===== config.mk =====
export PLATFORM = sky130hd
export DESIGN_NAME = ordered_value_list_top
export DESIGN_NICKNAME = d
export VERILOG_FILES = /design/src/rtl/ovl_pkg.sv /design/src/rtl/ovl_cell.sv /design/src/rtl/ordered_value_list_top.sv
export SDC_FILE = /design/constraint.sdc
export NUM_CORES = 2
export LEC_CHECK = 0
export BUFFER_PORTS_ARGS = -buffer_cell sky130_fd_sc_hd__buf_2
export CORE_MARGIN = 5
export CORE_UTILIZATION = 65
export DETAILED_ROUTE_END_ITERATION = 6
export PLACE_DENSITY = 0.82
export SLEW_MARGIN = 20
export SYNTH_ARGS = -nofsm -noshare
export SYNTH_HDL_FRONTEND = slang
export SYNTH_SLANG_ARGS = --single-unit

===== constraint.sdc =====
create_clock -name clk -period 13.6 [get_ports clk]
set_input_delay 2.72 -clock clk [delete_from_list [all_inputs] [get_ports clk]]
set_output_delay 2.72 -clock clk [all_outputs]
set_load 0.01 [all_outputs]

===== src/rtl/ovl_pkg.sv =====
// Shared types and constants for the ordered value list.
// No dependencies; every other file imports this package.
package ovl_pkg;

    localparam int DEPTH          = 16;
    localparam int DATA_W         = 32;
    localparam int COUNT_W        = $clog2(DEPTH + 1);
    localparam int ENTRY_COUNT_W  = 5;

    typedef enum logic [1:0] {
        MODE_INSERT = 2'd0,
        MODE_REMOVE = 2'd1,
        MODE_EXISTS = 2'd2,
        MODE_UPDATE = 2'd3
    } mode_t;

    typedef struct packed {
        logic                     ins_en;
        logic                     rem_en;
        logic                     upd_en;
        logic signed [DATA_W-1:0] key;
        logic signed [DATA_W-1:0] repl;
    } cell_cmd_t;

endpackage


===== src/rtl/ovl_cell.sv =====
// One list position: holds an entry, compares it with the key and shifts.
// Depends on ovl_pkg.
module ovl_cell
    import ovl_pkg::*;
(
    input  logic                     clk,
    input  cell_cmd_t                cmd,
    input  logic                     occupied,
    input  logic signed [DATA_W-1:0] prev_entry,
    input  logic signed [DATA_W-1:0] next_entry,
    input  logic                     match_in,
    output logic                     match_out,
    output logic signed [DATA_W-1:0] entry
);

    logic signed [DATA_W-1:0] entry_reg;
    logic signed [DATA_W-1:0] entry_next;
    logic                     hit;

    assign hit       = occupied && (entry_reg == cmd.key);
    assign match_out = match_in | hit;
    assign entry     = entry_reg;

    always_comb
    begin
        entry_next = entry_reg;
        if (cmd.ins_en)
        begin
            entry_next = prev_entry;
        end
        else if (cmd.rem_en && match_out)
        begin
            entry_next = next_entry;
        end
        else if (cmd.upd_en && hit && !match_in)
        begin
            entry_next = cmd.repl;
        end
    end

    always_ff @(posedge clk)
    begin
        entry_reg <= entry_next;
    end

endmodule


===== src/rtl/ordered_value_list_top.sv =====
// Top level of the ordered value list: a row of list cells plus count and result register.
// Depends on ovl_pkg and ovl_cell.
//
// The block keeps up to DEPTH signed 32-bit values, head first, in a row of
// cells that compare against the key in parallel and shift toward their
// neighbors. An input beat on in_valid/in_ready carries mode, key_value and
// replacement; each accepted beat yields exactly one result beat on
// out_valid/out_ready with success, full_refused and entry_count.
// The result appears in the cycle after the input beat is accepted, and the
// block takes one beat per cycle while out_ready keeps up: the cells and
// the count update in the accepting cycle; the result register holds the answer.
// When the receiver stalls, the result register holds its beat and
// in_ready stays low until that beat is taken, unless out_ready is high in
// the same cycle. Reset clears count_reg and the result valid flag, but
// not entry_count; the list is then empty and entries are written before they are read.
module ordered_value_list_top
    import ovl_pkg::*;
(
    input  logic                            clk,
    input  logic                            rst_n,
    input  logic                            in_valid,
    output logic                            in_ready,
    input  logic [1:0]                      mode,
    input  logic signed [DATA_W-1:0]        key_value,
    input  logic signed [DATA_W-1:0]        replacement,
    output logic                            out_valid,
    input  logic                            out_ready,
    output logic                            success,
    output logic                            full_refused,
    output logic [ENTRY_COUNT_W-1:0]        entry_count
);

    logic [COUNT_W-1:0]       count_reg;
    logic [COUNT_W-1:0]       count_next;
    logic                     out_valid_reg;
    logic                     out_valid_next;
    logic                     success_reg;
    logic                     success_next;
    logic                     refused_reg;
    logic                     refused_next;
    logic [ENTRY_COUNT_W-1:0] entry_count_reg;
    logic [ENTRY_COUNT_W-1:0] entry_count_next;

    logic                     in_fire;
    logic                     full;
    logic                     any_match;
    mode_t                    op;
    cell_cmd_t                cmd;
    logic signed [DATA_W-1:0] entry_w [DEPTH];
    logic                     match_w [DEPTH+1];

    assign op       = mode_t'(mode);
    assign in_ready = !out_valid_reg || out_ready;
    assign in_fire  = in_valid && in_ready;
    assign full     = (count_reg == COUNT_W'(DEPTH));

    assign cmd.ins_en = in_fire && (op == MODE_INSERT) && !full;
    assign cmd.rem_en = in_fire && (op == MODE_REMOVE);
    assign cmd.upd_en = in_fire && (op == MODE_UPDATE);
    assign cmd.key    = key_value;
    assign cmd.repl   = replacement;

    assign match_w[0] = 1'b0;
    assign any_match  = match_w[DEPTH];

    for (genvar i = 0; i < DEPTH; i++)
    begin : g_cell
        logic signed [DATA_W-1:0] prev_entry;
        logic signed [DATA_W-1:0] next_entry;
        logic                     occupied;

        assign occupied = (COUNT_W'(i) < count_reg);

        if (i == 0)
        begin : g_head
            assign prev_entry = key_value;
        end
        else
        begin : g_body
            assign prev_entry = entry_w[i-1];
        end

        if (i == DEPTH - 1)
        begin : g_tail
            assign next_entry = entry_w[i];
        end
        else
        begin : g_inner
            assign next_entry = entry_w[i+1];
        end

        ovl_cell u_cell (
            .clk        (clk),
            .cmd        (cmd),
            .occupied   (occupied),
            .prev_entry (prev_entry),
            .next_entry (next_entry),
            .match_in   (match_w[i]),
            .match_out  (match_w[i+1]),
            .entry      (entry_w[i])
        );
    end

    always_comb
    begin
        count_next   = count_reg;
        success_next = success_reg;
        refused_next = refused_reg;
        if (in_fire)
        begin
            refused_next = 1'b0;
            success_next = any_match;
            case (op)
                MODE_INSERT:
                begin
                    success_next = !full;
                    refused_next = full;
                    if (!full)
                    begin
                        count_next = count_reg + COUNT_W'(1);
                    end
                end
                MODE_REMOVE:
                begin
                    if (any_match)
                    begin
                        count_next = count_reg - COUNT_W'(1);
                    end
                end
                default:
                begin
                    count_next = count_reg;
                end
            endcase
        end
    end

    always_comb
    begin
        entry_count_next = in_fire ? ENTRY_COUNT_W'(count_next) : entry_count_reg;
        if (in_fire)
        begin
            out_valid_next = 1'b1;
        end
        else if (out_ready)
        begin
            out_valid_next = 1'b0;
        end
        else
        begin
            out_valid_next = out_valid_reg;
        end
    end

    always_ff @(posedge clk or negedge rst_n)
    begin
        if (!rst_n)
        begin
            count_reg     <= '0;
            out_valid_reg <= 1'b0;
        end
        else
        begin
            count_reg     <= count_next;
            out_valid_reg <= out_valid_next;
        end
    end

    always_ff @(posedge clk)
    begin
        success_reg     <= success_next;
        refused_reg     <= refused_next;
        entry_count_reg <= entry_count_next;
    end

    assign out_valid    = out_valid_reg;
    assign success      = success_reg;
    assign full_refused = refused_reg;
    assign entry_count  = entry_count_reg;

    a_count_bound: assert property (@(posedge clk) disable iff (!rst_n)
        count_reg <= COUNT_W'(DEPTH))
        else $error("entry count exceeds list depth");

    a_refused_fails: assert property (@(posedge clk) disable iff (!rst_n)
        out_valid_reg && refused_reg |-> !success_reg)
        else $error("refused insert reported as success");

    a_insert_grows: assert property (@(posedge clk) disable iff (!rst_n)
        in_fire && (op == MODE_INSERT) && !full |=> count_reg == $past(count_reg) + COUNT_W'(1))
        else $error("accepted insert did not grow the list");

    a_miss_keeps: assert property (@(posedge clk) disable iff (!rst_n)
        in_fire && (op != MODE_INSERT) && !any_match |=> $stable(count_reg))
        else $error("count changed on an operation without a match");

endmodule

==> parameters.txt <==
Parameter                              Value

Critical path
  FF-to-FF setup slack ... 7930 ps
  Series of cell instances along the critical path ... buf_2 > xor2_1 > nor4_1 > and3_1 > and3_1 > a2111oi_4 > nand4_1 > o31ai_4 > buf_4
  Launch instance of the worst register-to-register path ... count_reg[1]
  Reg-to-reg endpoint ... g_cell[14].u_cell.entry[26]
  CP delay by family, top ... simple AND/OR/NAND/NOR gates
  Type of destination of the critical path ... flop
  Cell with the largest stage delay on the worst path ... sky130_fd_sc_hd__xor2_1
  Worst Path Arrival ... 7100 ps
  Worst path buffer plus inverter count ... 2
  Setup Crit Path Kind ... input port to flop
  Critical path required time ... 13890 ps
  Dominant cell type by count on the critical path ... sky130_fd_sc_hd__and3_1
  Highest net fanout along the worst path ... 32
  Worst path max stage delay ... 730 ps
  Number of cells traversed by the worst register-to-register path ... 9
  Nature of the critical path startpoint ... input port

Logic synthesis
  Adder-cell share of the synthesized area ... 0.142%
  Part of the Yosys area used for sequential elements ... 44.5%
  Synthesis Warnings ... 0
  Main combinational cell family by area after synthesis ... simple AND/OR/NAND/NOR gates
  Post-synthesis instance area ... 0.0354 sq mm
  Flop and latch count out of synthesis ... 525
  Number of enable-type register cells in the synthesized netlist ... 519
  Dominant synthesized flop cell ... sky130_fd_sc_hd__edfxtp_1
  Share of synthesized registers carrying an async set or reset ... 1.14%
  Number of standard cells after synthesis ... 3565
  Post-synthesis share of cell area spent on and, or, nand and nor gates ... 14.8%
  Post-synth net total ... 3639
  Distinct cell type count of the synthesized netlist ... 69
  Xor and xnor fraction of the mapped netlist area ... 12.8%
  Compound-Gate Fraction of Synth Area ... 13.0%
  Post-Synthesis Mean Instance Area ... 9.92 sq um
  Share of cell area taken by muxes after synthesis ... 10.1%

Job
  Max Cap Violations ... 0

Power
  Switching Fraction ... 29.8%
  Share of total power in sequential cells ... 46.8%
  Power dissipated by switching net loads ... 1.24 mW
  VDD IR-drop max ... 101 uV
  Internal Pwr Total ... 2.90 mW
  Total power divided by cell area ... 110 mW/mm^2
  Proportion of power drawn by combinational gates ... 15.5%
  Portion of total power attributed to the clock network ... 37.6%
  P_leak ... 11.3 nW

Placed design
  Final Wtd Congestion ... 1.12
  Number of port buffers ... 78
  HPWL Detailed ... 105000 um

Timing
  Worst clock skew ... 31.5 ps
  Actual slew at the worst max-slew pin ... 1210 ps
  Number of hold violations in the final report ... 0
  Worst slew margin relative to its limit ... 19.4%
  Period Utilization, post-route ... 50.1%
  Final max-slew violation count ... 0
  Final setup violation count ... 0
  Unrepaired setup endpoints after global routing ... no
  Aggregate negative setup slack ... 0 ps
  Highest clock rate ... 147 MHz
  Period minus WS final ... 6810 ps

Drt
  Per-cell routed wire length ... 35.0 um
  Remaining design rule violation count ... 0
  Sum of routed wire length over all layers ... 148000 um
  DRC marker count from the first detailed-route iteration ... 6060
  Routed via count ... 31517
  Number of search-and-repair iterations in the first detailed-routing pass ... 6
  Via density ... 7.49
  Remaining number of nets flagged by the antenna check after routing ... 0

Clocking
  CTS tree ... built
  Clock latency on the worst-skew pair ... 660 ps
  Number of gates resized after CTS ... 0
  CTS Hold Bufs ... 0
  Clk pin slew, worst setup/hold paths ... 70 ps
  Buffer levels on the longest clock path ... 3
  Number of buffers inserted by post-CTS setup repair ... 0
  Number of clock sinks ... 525
  CTS root buffer ... sky130_fd_sc_hd__clkbuf_16
  CTS Buf Count ... 57
  H-tree Lvls ... 2

Global route
  Maximum number of pins on one net before global-route repair ... 241
  Number of global-route vias before repair ... 30169
  Total track usage ... 47.8%
  Total congestion overflow after global routing ... 0
  First-pass GRT wire length ... 208000 um
  Antenna violations before repair ... 10

Layout
  Share of post-route cells with drive strength above 1 ... 9.39%
  Number of flip-flops under the largest register name ... 512
  FILL cells ... 3899
  Growth of design area from synthesis to finish ... 6.20%
  Sequential cell area ... 0.0157 sq mm
  Final core utilization ... 69.8%
  NumNets Final ... 3532
  Area taken by multi-input logic gates ... 0.0181 sq mm

Die
  Total die area ... 0.0592 sq mm
  Number of core rows ... 85
  Die Y-Extent ... 243 um
  Num ports ... 79
  Starting Density ... 65.7%
  Chip width ... 243 um
  Core footprint ... 0.0538 sq mm

Hold path
  Min-Delay Endpoint ... out_valid
  Worst hold path type ... flop to flop
  Worst hold path startpoint ... out_valid
  Number of stages on the worst hold path ... 2

Outcome
  Status ... complete, no violations
logic make-up after synthesis:
family / count (synthesis)
multiplexers: 355
buffers and inverters: 339
AND/OR/NAND/NOR: 1087
AO/OA/AOI/OAI: 740
XOR/XNOR: 515
adder cells (fa/ha/maj): 4
flip-flops: 525
worst register-to-register path: stages, from the launching register on:
cell and delay [ps]:
sky130_fd_sc_hd__dfrtp_1 870, sky130_fd_sc_hd__inv_1 560, sky130_fd_sc_hd__ha_1 340, sky130_fd_sc_hd__nand3_1 140, sky130_fd_sc_hd__nand2_1 360, sky130_fd_sc_hd__nor2_4 770, sky130_fd_sc_hd__buf_4 900, sky130_fd_sc_hd__buf_12 690
sky130_fd_sc_hd__o31ai_1 610, sky130_fd_sc_hd__o221a_2 190
power by group through the flow:
| stage | clock [mW] | sequential, mW | combinational (mW) |
|---|---|---|---|
| after floorplan | 0 | 1.93 | 0.384 |
| after global placement | 0 | 1.97 | 0.581 |
| after detailed placement | 0 | 1.97 | 0.596 |
| after CTS | 1.54 | 1.93 | 0.602 |
| after global routing | 1.61 | 1.94 | 0.660 |
| final | 1.56 | 1.94 | 0.643 |
how the worst max path moves through the flow:
stage,start,end,slack [ps],cells after the start
finish,key_value[18],g_cell[15].u_cell.entry[22],6790,9
floorplan,key_value[14],g_cell[11].u_cell.entry[0],6050,9
detailed placement,out_ready,g_cell[14].u_cell.entry[22],6510,8
CTS,out_ready,g_cell[14].u_cell.entry[11],7140,8
global placement,key_value[24],g_cell[14].u_cell.entry[27],6550,10
global route,out_ready,g_cell[14].u_cell.entry[11],6850,8
synthesized netlist by cell type (7+ instances only):
library cell                 n  area, sq um
sky130_fd_sc_hd__o31ai_1    33          248
sky130_fd_sc_hd__clkbuf_1  142          533
sky130_fd_sc_hd__a31oi_1    66          413
sky130_fd_sc_hd__nor4b_1    11         96.3
sky130_fd_sc_hd__xor2_1    340         2980
sky130_fd_sc_hd__a21bo_2    32          320
sky130_fd_sc_hd__o221a_2    31          349
sky130_fd_sc_hd__nor3_1     61          305
sky130_fd_sc_hd__nand4b_1   10         87.6
sky130_fd_sc_hd__o21ai_1   130          651
sky130_fd_sc_hd__a21oi_1    79          395
sky130_fd_sc_hd__mux2i_1   354         3540
sky130_fd_sc_hd__nor2_1    143          537
sky130_fd_sc_hd__nor2b_1    11         68.8
sky130_fd_sc_hd__nand3_1    35          175
sky130_fd_sc_hd__and3_1     10         62.6
sky130_fd_sc_hd__nor4_1    154          963
sky130_fd_sc_hd__buf_6      12          135
sky130_fd_sc_hd__or4_1      15          113
sky130_fd_sc_hd__o221ai_1   32          280
sky130_fd_sc_hd__edfxtp_1  519        15600
sky130_fd_sc_hd__buf_2      92          460
sky130_fd_sc_hd__inv_1      39          146
sky130_fd_sc_hd__nand4_1    87          544
sky130_fd_sc_hd__xnor2_1   175         1530
sky130_fd_sc_hd__and4_1      7         61.3
sky130_fd_sc_hd__buf_4      38          285
sky130_fd_sc_hd__buf_1       9         33.8
sky130_fd_sc_hd__o21ai_0   304         1520
sky130_fd_sc_hd__nand2_1   505         1900
per-stage QoR:
step	worst slack, ps	area [sq um]	power (mW)	hold WS (ps)	std cells
detailed placement	6510	35700	2.56	539	4094
global placement	6550	35700	2.55	526	4094
finish	6790	37600	4.14	561	4210
global route	6850	37500	4.21	591	4208
floorplan	6050	35400	2.32	543	3565
CTS	7140	37500	4.08	556	4199
layer usage:
layer,GRT usage (%),vias up,routed length (um)
met5,0,-,0
met4,44.0,0,17900
li1,-,12882,-
met1,55.4,14722,44900
met2,72.9,3149,64400
met3,11.9,764,20400
layout make-up:
cell class / instances / share of cell area [%]
Inverter: 40 / 0.400
Sequential cell: 525 / 41.9
Clock inverter: 37 / 0.883
Multi-Input combinational cell: 2701 / 48.3
Tap cell: 696 / 2.32
Clock buffer: 68 / 3.91
Antenna cell: 10 / 0.0666
Timing Repair Buffer: 133 / 2.23
cell usage in the layout (no fill, tap or decap), types with 32 or more instances in the layout:
cell	instances
sky130_fd_sc_hd__clkbuf_16	57
sky130_fd_sc_hd__o221ai_1	32
sky130_fd_sc_hd__xnor2_1	175
sky130_fd_sc_hd__o21ai_1	129
sky130_fd_sc_hd__nand4_1	87
sky130_fd_sc_hd__mux2i_1	354
sky130_fd_sc_hd__a21oi_1	76
sky130_fd_sc_hd__nor2_1	138
sky130_fd_sc_hd__buf_4	53
sky130_fd_sc_hd__inv_1	39
sky130_fd_sc_hd__xor2_1	340
sky130_fd_sc_hd__o21ai_0	296
sky130_fd_sc_hd__a21bo_2	32
sky130_fd_sc_hd__a31oi_1	66
sky130_fd_sc_hd__nand3_1	34
sky130_fd_sc_hd__nand2_1	503
sky130_fd_sc_hd__edfxtp_1	519
sky130_fd_sc_hd__nor4_1	153
sky130_fd_sc_hd__buf_2	78
sky130_fd_sc_hd__nor3_1	61
No activity file was read; power rests on OpenSTA's default activity.
